**src/hw/rtl/a2rm_pkg.sv**
```systemverilog
// ----------------------------------------------------------------------------
// a2rm_pkg
// Shared types, fixed-point constants and the arctangent table for the
// rotation vector to rotation matrix pipeline.
// ----------------------------------------------------------------------------
package a2rm_pkg;

    // default field widths
    localparam int IN_WIDTH_DEFAULT  = 16;
    localparam int OUT_WIDTH_DEFAULT = 16;

    // small-angle limit register
    localparam int                     LIMIT_WIDTH = 15;
    localparam logic [LIMIT_WIDTH-1:0] LIMIT_RESET = 15'd1;

    // internal Q30 datapath
    localparam int FRAC_BITS    = 30;
    localparam int CORDIC_STEPS = 30;
    localparam int DIV_STEPS    = 31;
    localparam int QUOT_WIDTH   = 31;
    localparam int THETA_WIDTH  = 33;
    localparam int CW           = 36;

    typedef logic signed [CW-1:0] cordic_t;

    localparam cordic_t ONE_Q30     = 36'sd1073741824;
    localparam cordic_t PI_Q30      = 36'sd3373259426;
    localparam cordic_t HALF_PI_Q30 = 36'sd1686629713;
    localparam cordic_t TWO_PI_Q30  = 36'sd6746518852;
    localparam cordic_t GAIN_Q30    = 36'sd652032874;

    // control bits that travel with every item
    typedef struct packed {
        logic valid;
        logic small_ang;
        logic neg;
    } ctl_t;

    // rotation angle of one cordic iteration, Q30
    function automatic cordic_t atan_q30(input int step);
        cordic_t a;
        case (step)
            0:       a = 36'sd843314857;
            1:       a = 36'sd497837829;
            2:       a = 36'sd263043837;
            3:       a = 36'sd133525159;
            4:       a = 36'sd67021687;
            5:       a = 36'sd33543516;
            6:       a = 36'sd16775851;
            7:       a = 36'sd8388437;
            8:       a = 36'sd4194283;
            9:       a = 36'sd2097149;
            default: a = cordic_t'(36'sd1 <<< (FRAC_BITS - step));
        endcase
        return a;
    endfunction

endpackage

```
**src/hw/rtl/a2rm_sqrt_cell.sv**
```systemverilog
// ----------------------------------------------------------------------------
// a2rm_sqrt_cell
// One cell of the square root chain: decides one bit of the integer root
// and hands the remainder, partial root and vector to the next cell.
// ----------------------------------------------------------------------------
module a2rm_sqrt_cell #(
    parameter int IN_WIDTH = a2rm_pkg::IN_WIDTH_DEFAULT,
    parameter int BIT      = 0
) (
    input  logic                  aclk,
    input  logic                  aresetn,
    input  logic                  adv,
    input  a2rm_pkg::ctl_t        ctl_in,
    input  logic [2*IN_WIDTH-1:0] rem_in,
    input  logic [IN_WIDTH-1:0]   root_in,
    input  logic [3*IN_WIDTH-1:0] vec_in,
    output a2rm_pkg::ctl_t        ctl_out,
    output logic [2*IN_WIDTH-1:0] rem_out,
    output logic [IN_WIDTH-1:0]   root_out,
    output logic [3*IN_WIDTH-1:0] vec_out
);
    import a2rm_pkg::*;

    localparam int RW = 2 * IN_WIDTH;
    localparam int TW = RW + 1;

    logic [TW-1:0]         trial;
    logic                  fits;
    ctl_t                  ctl_reg;
    logic [RW-1:0]         rem_reg;
    logic [RW-1:0]         rem_next;
    logic [IN_WIDTH-1:0]   root_reg;
    logic [IN_WIDTH-1:0]   root_next;
    logic [3*IN_WIDTH-1:0] vec_reg;

    // trial value (2 * root + bit) * bit weight
    assign trial = (TW'(root_in) << (BIT + 1)) + (TW'(1) << (2 * BIT));
    assign fits  = {1'b0, rem_in} >= trial;

    always_comb begin
        rem_next  = fits ? rem_in - trial[RW-1:0] : rem_in;
        root_next = fits ? (root_in | (IN_WIDTH'(1) << BIT)) : root_in;
    end

    // control
    always_ff @(posedge aclk) begin
        if (!aresetn) begin
            ctl_reg <= '0;
        end else if (adv) begin
            ctl_reg <= ctl_in;
        end
    end

    // payload
    always_ff @(posedge aclk) begin
        if (adv) begin
            rem_reg  <= rem_next;
            root_reg <= root_next;
            vec_reg  <= vec_in;
        end
    end

    assign ctl_out  = ctl_reg;
    assign rem_out  = rem_reg;
    assign root_out = root_reg;
    assign vec_out  = vec_reg;

endmodule

```
**config.mk**
```make
export PLATFORM = sky130hd
export DESIGN_NAME = a2rm_sqrt_cell
export DESIGN_NICKNAME = d
export VERILOG_FILES = /design/src/hw/rtl/a2rm_pkg.sv /design/src/hw/rtl/a2rm_sqrt_cell.sv
export SDC_FILE = /design/constraint.sdc
export NUM_CORES = 1
export LEC_CHECK = 0
export BUFFER_PORTS_ARGS = -buffer_cell sky130_fd_sc_hd__buf_2
export CORE_MARGIN = 3
export CORE_UTILIZATION = 40
export DETAILED_ROUTE_END_ITERATION = 10
export PLACE_DENSITY_LB_ADDON = 0.25
export SLEW_MARGIN = 20
export SYNTH_ARGS = -nofsm -noshare
export SYNTH_HDL_FRONTEND = slang
export SYNTH_SLANG_ARGS = --single-unit
```
**constraint.sdc**
```tcl
create_clock -name aclk -period 7 [get_ports aclk]
set_input_delay 1.05 -clock aclk [delete_from_list [all_inputs] [get_ports aclk]]
set_output_delay 1.05 -clock aclk [all_outputs]
set_load 0.05 [all_outputs]
```
==> metrics <==
result of the run complete, no violations; share of cells above drive strength 1 0.4335; worst hold path class register to register; power density over the cells 259.8 nW/um^2; cell type contributing the most total cell area after synthesis sky130_fd_sc_hd__edfxtp_1; number of distinct standard cells referenced by the synthesized netlist 44; Synth Flop Type sky130_fd_sc_hd__edfxtp_1; maximum fanout count along the critical path 35; post-synthesis async set-or-reset flop share 0; transition at the pin with the smallest max-transition slack approximately 1.1 ns; crit-path max cell delay roughly 0.96 ns; clock sink count just under 100; number of buffer cells added on primary ports 200; endpoint arrival time on the critical path between 4 and 5 ns; final period demand of the worst path about 4.2 ns; Syn. warnings 0; pin count of the biggest net entering global routing between 50 and 60; final routed DRC violation total 0; worst setup path category input port to register; residual overflow from global routing 0; post-cts sizing count 0; Routed WL between 10,000 and 15,000 um; horizontal die dimension approximately 110 um; fraction of synthesized cell area taken by the top area cell type 0.6529; placed standard-cell area about 5500 sq um; effective utilization at floorplan 0.4202; register bit total from synthesis 99; Total Neg Setup Slack 0 ns; Hold Violations, Final 0; critical-path cell list buf_2 -> inv_1 -> ha_1 -> and3_1 -> a221oi_1 -> o21ai_0 -> a2111o_1 -> nand4_1 -> nor4_1 -> xor2_1; Die Outline Area roughly 12,000 sq um; gate count after technology mapping between 300 and 400; RD Place Congestion 0.8013; post-route fraction of the period consumed by the critical path 0.5944; post-synthesis sequential area ratio 0.6665; total vias in the final route 3,297; P&R area growth vs syn 30.04%; post-detail-place hpwl just under 9000 um; Wirelength per Cell roughly 17 um; later-pin clock latency in the skew report about 0.36 ns; final-report max-slew violation count 0; Worst-path clk slew around 0.1 ns; # rows 37; Post-Syn Area 4415 sq um; headroom to the max-slew limit 0.2869; CP Capture Type register; root buffer selected by CTS sky130_fd_sc_hd__clkbuf_8; maximum vdd ir drop between 0.1 and 0.15 mV; clock buffer depth 2; final setup fails 0; slowest cell on the critical path sky130_fd_sc_hd__a2111o_1; routed vias/inst about 5.0; total power consumption of the routed design 1.492 mW; required time reported for the critical path endpoint just over 7 ns; number of filler cells placed in the layout between 900 and 1,000; unrepaired setup endpoints after global routing false; via count of the first global-routing pass about 3,300; Max Fclk between 200 and 250 MHz; number of violations reported at the end of detailed-routing iteration 0 207; Die Span Y approximately 110 um; cells taking the most area after synthesis sky130_fd_sc_hd__edfxtp_1, sky130_fd_sc_hd__ha_1, sky130_fd_sc_hd__xnor2_1; number of placed cells counting well taps around 640; post-route ant nets 0; overall track demand over capacity in global routing 0.1798; total CTS buffers 9; standby leakage power between 2 and 3 nW; non-filler instance count after layout between 600 and 700; Final Instance Area 5742 sq um; core box area 10,510 sq um; synthesized netlist net count around 430; number of antenna violations at the first check in global routing 2; number of setup buffers added after CTS 0; post-synthesis area per instance roughly 14 sq um; max-cap violations 0; number of search-and-repair iterations in the first detailed-routing pass 4; EDFF count, synth 96; wire length of the first global-routing pass approximately 18,000 um; clock tree from TritonCTS done; kind of start point of the critical path input port; depth of the CTS H-tree 3; hold buffer count at CTS 0; worst clock skew on the final layout 0 ns; # IOs ~200; final net count 634
flip-flops by register name (all words and copies together), names as in the netlist:
signal    cells
vec_out      48
root_out     16
rem_out      32
ctl_out       3
layout by cell type, fill, tap and decap left out, types with 2 or more instances in the layout:
cell                         synthesis  final
sky130_fd_sc_hd__nor3_1              3      3
sky130_fd_sc_hd__dfxtp_1             3      3
sky130_fd_sc_hd__a31oi_1             4      4
sky130_fd_sc_hd__buf_2               2    199
sky130_fd_sc_hd__o21ai_0             7      7
sky130_fd_sc_hd__mux2_2              4      4
sky130_fd_sc_hd__nand2_1             9      9
sky130_fd_sc_hd__nand4b_1            4      4
sky130_fd_sc_hd__and3_1              3      3
sky130_fd_sc_hd__inv_1              17     17
sky130_fd_sc_hd__mux2i_1             3      3
sky130_fd_sc_hd__a21o_1             11     11
sky130_fd_sc_hd__nand2b_1            3      3
sky130_fd_sc_hd__nor4_1              3      3
sky130_fd_sc_hd__or4_4               2      2
sky130_fd_sc_hd__a21oi_1            23     23
sky130_fd_sc_hd__xor2_1             12     12
sky130_fd_sc_hd__nor2b_1             5      5
sky130_fd_sc_hd__xnor2_1            19     19
sky130_fd_sc_hd__clkbuf_8            0     10
sky130_fd_sc_hd__clkinvlp_4          0      2
sky130_fd_sc_hd__nor2_1             20     20
sky130_fd_sc_hd__and4_1              3      3
sky130_fd_sc_hd__nand4_1             7      7
sky130_fd_sc_hd__edfxtp_1           96     96
sky130_fd_sc_hd__ha_1               17     17
sky130_fd_sc_hd__or3_1               3      3
sky130_fd_sc_hd__nand3_1             5      5
sky130_fd_sc_hd__buf_4               0      2
kinds of logic after synthesis:
kind of cell,after synthesis,synth area share
flip-flops,99,0.6665
AND/OR/NAND/NOR,73,0.09238
XOR/XNOR,31,0.06149
buffers and inverters,27,0.02692
adder cells (fa/ha/maj),18,0.05271
AO/OA/AOI/OAI,57,0.08303
multiplexers,7,0.01700
worst max-delay path, delay by kind of cell:
family	cells	cell delay, ns
AND/OR/NAND/NOR	3	1.09
XOR/XNOR	1	0.11
adder cells (fa/ha/maj)	1	0.38
AO/OA/AOI/OAI	3	1.52
buffers and inverters	2	0.13
cell usage after synthesis (6+ instances only):
cell,n
sky130_fd_sc_hd__clkbuf_1,6
sky130_fd_sc_hd__xor2_1,12
sky130_fd_sc_hd__nand4_1,7
sky130_fd_sc_hd__ha_1,17
sky130_fd_sc_hd__a21o_1,11
sky130_fd_sc_hd__xnor2_1,19
sky130_fd_sc_hd__o21ai_0,7
sky130_fd_sc_hd__nand2_1,9
sky130_fd_sc_hd__inv_1,17
sky130_fd_sc_hd__edfxtp_1,96
sky130_fd_sc_hd__a21oi_1,23
sky130_fd_sc_hd__nor2_1,20
power breakdown:
part           switching [mW]  internal (mW)  total, mW
Combinational           0.300          0.106      0.405
Clock                   0.212          0.146      0.358
Sequential             0.0138          0.715      0.729
Total                   0.525          0.967       1.49
through the flow:
step	util	setup WS (ns)	hold slack, ns
after global routing	0.5461	2.635	0.5852
after floorplan	-	3.381	0.7429
after detailed placement	0.5273	2.428	0.5211
after global placement	0.5273	2.574	0.4941
final	0.5464	2.839	0.5425
after CTS	0.5461	2.846	0.5473
area by class of cell:
type / count / area, sq um / share of cell area
flip-flops and latches: 99 / 2943 / 0.5125
multi-input cells: 186 / 1354 / 0.2358
repair buffers: 201 / 1011 / 0.1761
well taps: 136 / 170.2 / 0.02964
clock buffers: 10 / 137.6 / 0.02397
inverters: 17 / 63.81 / 0.01111
clock inverters: 6 / 60.06 / 0.01046
diodes: 1 / 2.502 / 0.0004358
worst paths after layout:
check	slack, ns	to	cells after the start	start
setup / recovery	2.84	rem_out[28]$_DFFE_PP_	10	root_in[2]
hold / removal	0.54	ctl_out[2]$_SDFFE_PN0P_	2	ctl_out[2]$_SDFFE_PN0P_
setup reg to reg	6.33	ctl_out[0]$_SDFFE_PN0P_	2	ctl_out[0]$_SDFFE_PN0P_
hold reg to reg	0.54	ctl_out[2]$_SDFFE_PN0P_	2	ctl_out[2]$_SDFFE_PN0P_
metal layers:
| layer | share of wire | vias up | track usage |
|---|---|---|---|
| met4 | 0.0096 | 4 | 0.04785 |
| li1 | - | 1582 | - |
| met2 | 0.48 | 129 | 0.2957 |
| met3 | 0.078 | 13 | 0.05786 |
| met5 | 0.0024 | - | 0 |
| met1 | 0.43 | 1569 | 0.2306 |
No activity file was read; power rests on OpenSTA's default activity.
