### src/hw/rtl/a2rm_pkg.sv
// ----------------------------------------------------------------------------
// a2rm_pkg
// Shared types, fixed-point constants and the arctangent table for the
// rotation vector to rotation matrix pipeline.
// ----------------------------------------------------------------------------
package a2rm_pkg;

    // default field widths
    localparam int IN_WIDTH_DEFAULT  = 16;
    localparam int OUT_WIDTH_DEFAULT = 16;

    // small-angle limit register
    localparam int                     LIMIT_WIDTH = 15;
    localparam logic [LIMIT_WIDTH-1:0] LIMIT_RESET = 15'd1;

    // internal Q30 datapath
    localparam int FRAC_BITS    = 30;
    localparam int CORDIC_STEPS = 30;
    localparam int DIV_STEPS    = 31;
    localparam int QUOT_WIDTH   = 31;
    localparam int THETA_WIDTH  = 33;
    localparam int CW           = 36;

    typedef logic signed [CW-1:0] cordic_t;

    localparam cordic_t ONE_Q30     = 36'sd1073741824;
    localparam cordic_t PI_Q30      = 36'sd3373259426;
    localparam cordic_t HALF_PI_Q30 = 36'sd1686629713;
    localparam cordic_t TWO_PI_Q30  = 36'sd6746518852;
    localparam cordic_t GAIN_Q30    = 36'sd652032874;

    // control bits that travel with every item
    typedef struct packed {
        logic valid;
        logic small_ang;
        logic neg;
    } ctl_t;

    // rotation angle of one cordic iteration, Q30
    function automatic cordic_t atan_q30(input int step);
        cordic_t a;
        case (step)
            0:       a = 36'sd843314857;
            1:       a = 36'sd497837829;
            2:       a = 36'sd263043837;
            3:       a = 36'sd133525159;
            4:       a = 36'sd67021687;
            5:       a = 36'sd33543516;
            6:       a = 36'sd16775851;
            7:       a = 36'sd8388437;
            8:       a = 36'sd4194283;
            9:       a = 36'sd2097149;
            default: a = cordic_t'(36'sd1 <<< (FRAC_BITS - step));
        endcase
        return a;
    endfunction

endpackage

### src/hw/rtl/a2rm_step_cell.sv
// ----------------------------------------------------------------------------
// a2rm_step_cell
// One cell of the axis/angle chain: one quotient bit for each of the three
// axis components and, for STEP below CORDIC_STEPS, one cordic rotation of the angle.
// ----------------------------------------------------------------------------
module a2rm_step_cell #(
    parameter int IN_WIDTH = a2rm_pkg::IN_WIDTH_DEFAULT,
    parameter int STEP     = 0
) (
    input  logic                                  aclk,
    input  logic                                  aresetn,
    input  logic                                  adv,
    input  a2rm_pkg::ctl_t                        ctl_in,
    input  logic [IN_WIDTH-1:0]                   norm_in,
    input  logic [2:0][IN_WIDTH:0]                rem_in,
    input  logic [2:0][a2rm_pkg::QUOT_WIDTH-1:0]  quot_in,
    input  a2rm_pkg::cordic_t                     x_in,
    input  a2rm_pkg::cordic_t                     y_in,
    input  a2rm_pkg::cordic_t                     z_in,
    input  logic [3*IN_WIDTH-1:0]                 vec_in,
    output a2rm_pkg::ctl_t                        ctl_out,
    output logic [IN_WIDTH-1:0]                   norm_out,
    output logic [2:0][IN_WIDTH:0]                rem_out,
    output logic [2:0][a2rm_pkg::QUOT_WIDTH-1:0]  quot_out,
    output a2rm_pkg::cordic_t                     x_out,
    output a2rm_pkg::cordic_t                     y_out,
    output a2rm_pkg::cordic_t                     z_out,
    output logic [3*IN_WIDTH-1:0]                 vec_out
);
    import a2rm_pkg::*;

    localparam int      RW     = IN_WIDTH + 1;
    localparam bit      ROTATE = (STEP < CORDIC_STEPS);
    localparam cordic_t ANGLE  = ROTATE ? atan_q30(STEP) : '0;

    logic [2:0][RW-1:0]         shifted;
    logic [2:0]                 ge;
    logic [2:0][RW-1:0]         rem_next;
    logic [2:0][QUOT_WIDTH-1:0] quot_next;
    cordic_t                    dx;
    cordic_t                    dy;
    cordic_t                    x_next;
    cordic_t                    y_next;
    cordic_t                    z_next;

    ctl_t                       ctl_reg;
    logic [IN_WIDTH-1:0]        norm_reg;
    logic [2:0][RW-1:0]         rem_reg;
    logic [2:0][QUOT_WIDTH-1:0] quot_reg;
    cordic_t                    x_reg;
    cordic_t                    y_reg;
    cordic_t                    z_reg;
    logic [3*IN_WIDTH-1:0]      vec_reg;

    // restoring division, one quotient bit per lane
    always_comb begin
        for (int k = 0; k < 3; k++) begin
            shifted[k]   = (STEP == 0) ? rem_in[k] : {rem_in[k][RW-2:0], 1'b0};
            ge[k]        = shifted[k] >= RW'(norm_in);
            rem_next[k]  = ge[k] ? shifted[k] - RW'(norm_in) : shifted[k];
            quot_next[k] = {quot_in[k][QUOT_WIDTH-2:0], ge[k]};
        end
    end

    // cordic rotation toward zero residual angle
    always_comb begin
        dx = y_in >>> STEP;
        dy = x_in >>> STEP;
        if (!ROTATE) begin
            x_next = x_in;
            y_next = y_in;
            z_next = z_in;
        end else if (!z_in[CW-1]) begin
            x_next = x_in - dx;
            y_next = y_in + dy;
            z_next = z_in - ANGLE;
        end else begin
            x_next = x_in + dx;
            y_next = y_in - dy;
            z_next = z_in + ANGLE;
        end
    end

    // control
    always_ff @(posedge aclk) begin
        if (!aresetn) begin
            ctl_reg <= '0;
        end else if (adv) begin
            ctl_reg <= ctl_in;
        end
    end

    // payload
    always_ff @(posedge aclk) begin
        if (adv) begin
            norm_reg <= norm_in;
            rem_reg  <= rem_next;
            quot_reg <= quot_next;
            x_reg    <= x_next;
            y_reg    <= y_next;
            z_reg    <= z_next;
            vec_reg  <= vec_in;
        end
    end

    assign ctl_out  = ctl_reg;
    assign norm_out = norm_reg;
    assign rem_out  = rem_reg;
    assign quot_out = quot_reg;
    assign x_out    = x_reg;
    assign y_out    = y_reg;
    assign z_out    = z_reg;
    assign vec_out  = vec_reg;

endmodule

### config.mk
export PLATFORM = sky130hd
export DESIGN_NAME = a2rm_step_cell
export DESIGN_NICKNAME = d
export VERILOG_FILES = /design/src/hw/rtl/a2rm_pkg.sv /design/src/hw/rtl/a2rm_step_cell.sv
export SDC_FILE = /design/constraint.sdc
export NUM_CORES = 1
export LEC_CHECK = 0
export BUFFER_PORTS_ARGS = -buffer_cell sky130_fd_sc_hd__buf_2
export CAP_MARGIN = 20
export CORE_AREA = 8 8 241 243
export CTS_BUF_LIST = sky130_fd_sc_hd__clkbuf_2
export DETAILED_ROUTE_END_ITERATION = 8
export DIE_AREA = 0 0 249 251
export SETUP_SLACK_MARGIN = 0.1
export SYNTH_ARGS = -nofsm -noshare
export SYNTH_HDL_FRONTEND = slang
export SYNTH_SLANG_ARGS = --single-unit
### constraint.sdc
create_clock -name aclk -period 8.05 [get_ports aclk]
set_input_delay 0 -clock aclk [delete_from_list [all_inputs] [get_ports aclk]]
set_output_delay 0 -clock aclk [all_outputs]
set_load 0.05 [all_outputs]
==> reports/results.tsv, run 1 <==
metric	value	unit
synthFlopType	edfxtp_1	
synth_common_cells	315 x edfxtp_1, 220 x a21oi_1, 187 x ha_1	
failing_step	clock tree synthesis	
syn-num-nets	2467	
holdBufCountCts	679	
fp.dieH	251	um
synthArstFlopShare	0	%
start_util	37.73	%
gp_congestion	0.9117	
yosysMostFrequentCell	edfxtp_1	
portBuffers	637	
yosysWarnings	0	
ys_ff_latch	318	
syn_inst	1951	
synthTopCellsByArea	edfxtp_1 46%, ha_1 11%, a21oi_1 5.4%	
pin_count	641	
syn_area	20500	um2
dp.final_hpwl	58.95	mm
tool.error	[ERROR RSZ-0060] Max buffer count reached.	
clock-root-buffer	clkbuf_2	
synth_largest_area_cell	edfxtp_1	
postCtsSetupBuffers	0	
yosys.area.top_type_share	46.13	%
synth_edf_count	315	
status	did not finish	
cts_buffers	88	
synth_area_per_cell	10.51	um2
cts_max_level	3	
die_w	249	um
yosysUniqueCellTypes	93	
seq_area_frac_synth	46.42	%
cts_resized	0	
rows	86	
clkSinkCount	318	
clock_path_buffers	3	
==> kinds of logic after synthesis <==
kind of cell	synth area share, %
xor+xnor	5.766
simple gates	10.42
fa+ha+maj	12.09
mux	1.684
buf+inv	4.326
compound gates	19.29
flops	46.42
==> metrics by stage <==
step | std cells | utilization (%) | cell area [um2] | setup slack, ns | hold slack (ns)
2_1_floorplan | 1951 | - | 20500 | 4.307 | 0.09887
3_3_place_gp | 3233 | 44.82 | 24360 | 4.555 | 0.1759
3_5_place_dp | 3233 | 44.82 | 24360 | 4.540 | 0.1783
==> run 2, diff against run 1 <==
--- a/config.mk
+++ b/config.mk
@@ -7,11 +7,10 @@
 export LEC_CHECK = 0
 export BUFFER_PORTS_ARGS = -buffer_cell sky130_fd_sc_hd__buf_2
 export CAP_MARGIN = 20
-export CORE_AREA = 8 8 241 243
-export CTS_BUF_LIST = sky130_fd_sc_hd__clkbuf_2
+export CORE_AREA = 8 8 243 245
 export DETAILED_ROUTE_END_ITERATION = 8
-export DIE_AREA = 0 0 249 251
-export SETUP_SLACK_MARGIN = 0.1
+export DIE_AREA = 0 0 251 253
+export PLACE_DENSITY_LB_ADDON = 0.15
 export SYNTH_ARGS = -nofsm -noshare
 export SYNTH_HDL_FRONTEND = slang
 export SYNTH_SLANG_ARGS = --single-unit
==> run 2 against run 1 <==
Net effect:
- the run now ends clean
- area after synthesis stayed put
- synthesized cell count unchanged
==> reports/results.tsv, run 2 <==
metric	value	unit
critPathArrivalTime	3.94	ns
powerDensity	215.6	nW/um2
start_util	36.93	%
grt_usage	23.31	%
ff2ff_path_depth	3	
worstPathMaxFanout	4	
rsz0062_at_grt	false	
design.die.area	63500	um2
drt_iter0_markers	1256	
fp.dieH	253	um
die_w	251	um
hold_start	z_in[23]	
yosysWarnings	0	
ir_drop	0.1935	mV
antenna_found_initial	24	
synth_largest_area_cell	edfxtp_1	
final_hold_viol_count	0	
p_total	6.083	mW
final_common_cell	buf_2	
cts_resized	0	
grt_pass1_wl	114.7	mm
layout-drive-gt1-share	26.44	%
p_leak	12.39	nW
syn_area	20500	um2
gr-total-overflow	0	
pin_count	641	
period_needed	3.636	ns
power.combinational.fraction	34.9	%
synth_common_cells	315 x edfxtp_1, 220 x a21oi_1, 187 x ha_1	
min_period_over_period	45.17	%
setup-violations-final	0	
power_frac_clock	29.8	%
holdPathEnd	z_out[23]	
clock_skew	0	ns
place_inst	3240	
fin_nets	3335	
seq_area_frac_synth	46.42	%
r2r_start	ctl_out[1]	
portBuffers	637	
vias_per_cell	5.244	
firstDrtPassIters	5	
ant_nets	0	
clock-root-buffer	clkbuf_16	
largest_reg_flops	93	
synth_area_per_cell	10.51	um2
p_int	3.794	mW
syn_inst	1951	
synthArstFlopShare	0	%
vias	18770	
cts_tree	built	
gp_congestion	0.9069	
rows	87	
switchingPower	2.290	mW
start_kind	primary input	
rrSetupSlack	6.86	ns
path_clk_slew	0.06	ns
core	55520	um2
drc_errors	0	
status	finished, final reports clean	
wl_per_cell	21.79	um
fin_ws	4.414	ns
cts_max_level	2	
nFillCells	5028	
drv_slew	0	
clk_latency	0.56	ns
synthTopCellsByArea	edfxtp_1 46%, ha_1 11%, a21oi_1 5.4%	
final_cells	3579	
relSlewSlack	23.39	%
cap_violations	0	
max_slew.worst_pin.slew	1.149	ns
hold_depth	4	
critPathKind	in -> reg	
final_cell_mix	635 x buf_2, 315 x edfxtp_1, 251 x dlygate4sd3_1	
yosys.area.top_type_share	46.13	%
clkSinkCount	318	
detailedPlace.worstSlack	4.279	ns
grt_max_degree	168	
hold_slack	0.05276	ns
yosysMostFrequentCell	edfxtp_1	
ys_ff_latch	318	
cts_buffers	38	
worstPathRequired	8.35	ns
clock_path_buffers	3	
drt-total-wl	77.98	mm
tns	0	ns
syn_to_final_growth	37.61	%
p_seq_share	35.2	%
synthFlopType	edfxtp_1	
r2r_end	ctl_out[1]	
syn-num-nets	2467	
fmax	0.2750	GHz
dp.final_hpwl	60.26	mm
swShare	37.64	%
hold_class	in -> reg	
grt_pass1_vias	18760	
cp-end-kind	flop	
yosysUniqueCellTypes	93	
synth_edf_count	315	
seq_area	9519	um2
multi_input_area	10100	um2
==> run 2: cell counts after synthesis <==
No cell type changed its count.
==> run 2: repair_timing <==
action,CTS,global route
hold buffers,251,0
buffers inserted,0,0
hold endpoints to repair,327,0
==> run 2: worst max-delay path, stage by stage <==
cell           delay (ns)
dlygate4sd3_1        0.52
buf_2                0.13
ha_1                 0.20
fa_1                 0.42
nor2b_1              0.21
o31ai_1              0.12
a31oi_1              0.44
a31oi_1              0.27
o211ai_1             0.42
a21boi_0             0.33
o311ai_0             0.44
o21ai_0              0.25
xnor2_1              0.19
==> run 2: cells by family after synthesis <==
| family | after synthesis | share of synthesized area, % |
|---|---|---|
| AO/OA/AOI/OAI | 614 | 19.29 |
| AND/OR/NAND/NOR | 433 | 10.42 |
| flip-flops | 318 | 46.42 |
| buffers and inverters | 225 | 4.326 |
| adder cells (fa/ha/maj) | 194 | 12.09 |
| XOR/XNOR | 135 | 5.766 |
| multiplexers | 32 | 1.684 |
==> run 2: worst max path at each step <==
stage | start | end | slack [ns] | cells past startpoint
global placement | z_in[35] | z_out[28] | 4.28 | 12
finish | y_in[0] | x_out[30] | 4.41 | 13
detailed placement | z_in[35] | z_out[28] | 4.28 | 12
CTS | z_in[35] | z_out[24] | 4.45 | 13
global route | z_in[35] | z_out[24] | 4.14 | 13
floorplan | z_in[35] | z_out[28] | 4.31 | 14
==> run 2: area by class of cell <==
type | instances | share of cell area [%]
diodes | 19 | 0.1685
clock buffers | 44 | 3.450
clock inverters | 25 | 1.148
inverters | 160 | 2.128
multi-input cells | 1408 | 35.79
flip-flops and latches | 318 | 33.74
well taps | 712 | 3.157
repair buffers | 893 | 20.42
==> run 2: metal layers <==
metal / routed length, um / GRT usage [%] / share of wire [%]
met5: 75 / 0 / 0.096
met4: 3351 / 10.04 / 4.3
met3: 5795 / 6.639 / 7.4
met2: 37530 / 39.49 / 48
met1: 31240 / 27.48 / 40
==> run 2: power by group through the flow <==
stage,sequential [mW],combinational [mW],clock [mW]
floorplan,2.87,0.721,0
global placement,2.17,2.00,0
detailed placement,2.18,2.00,0
CTS,2.15,2.12,1.86
global route,2.16,2.25,1.92
finish,2.14,2.13,1.81
==> run 2: metrics by stage <==
step	cell area (um2)	util (%)
3_5_place_dp	24360	43.88
2_1_floorplan	20500	-
4_1_cts	28170	50.74
5_1_grt	28200	50.79
3_3_place_gp	24360	43.88
6_report	28220	50.83
Note: power is estimated with default switching activity, not from simulation.
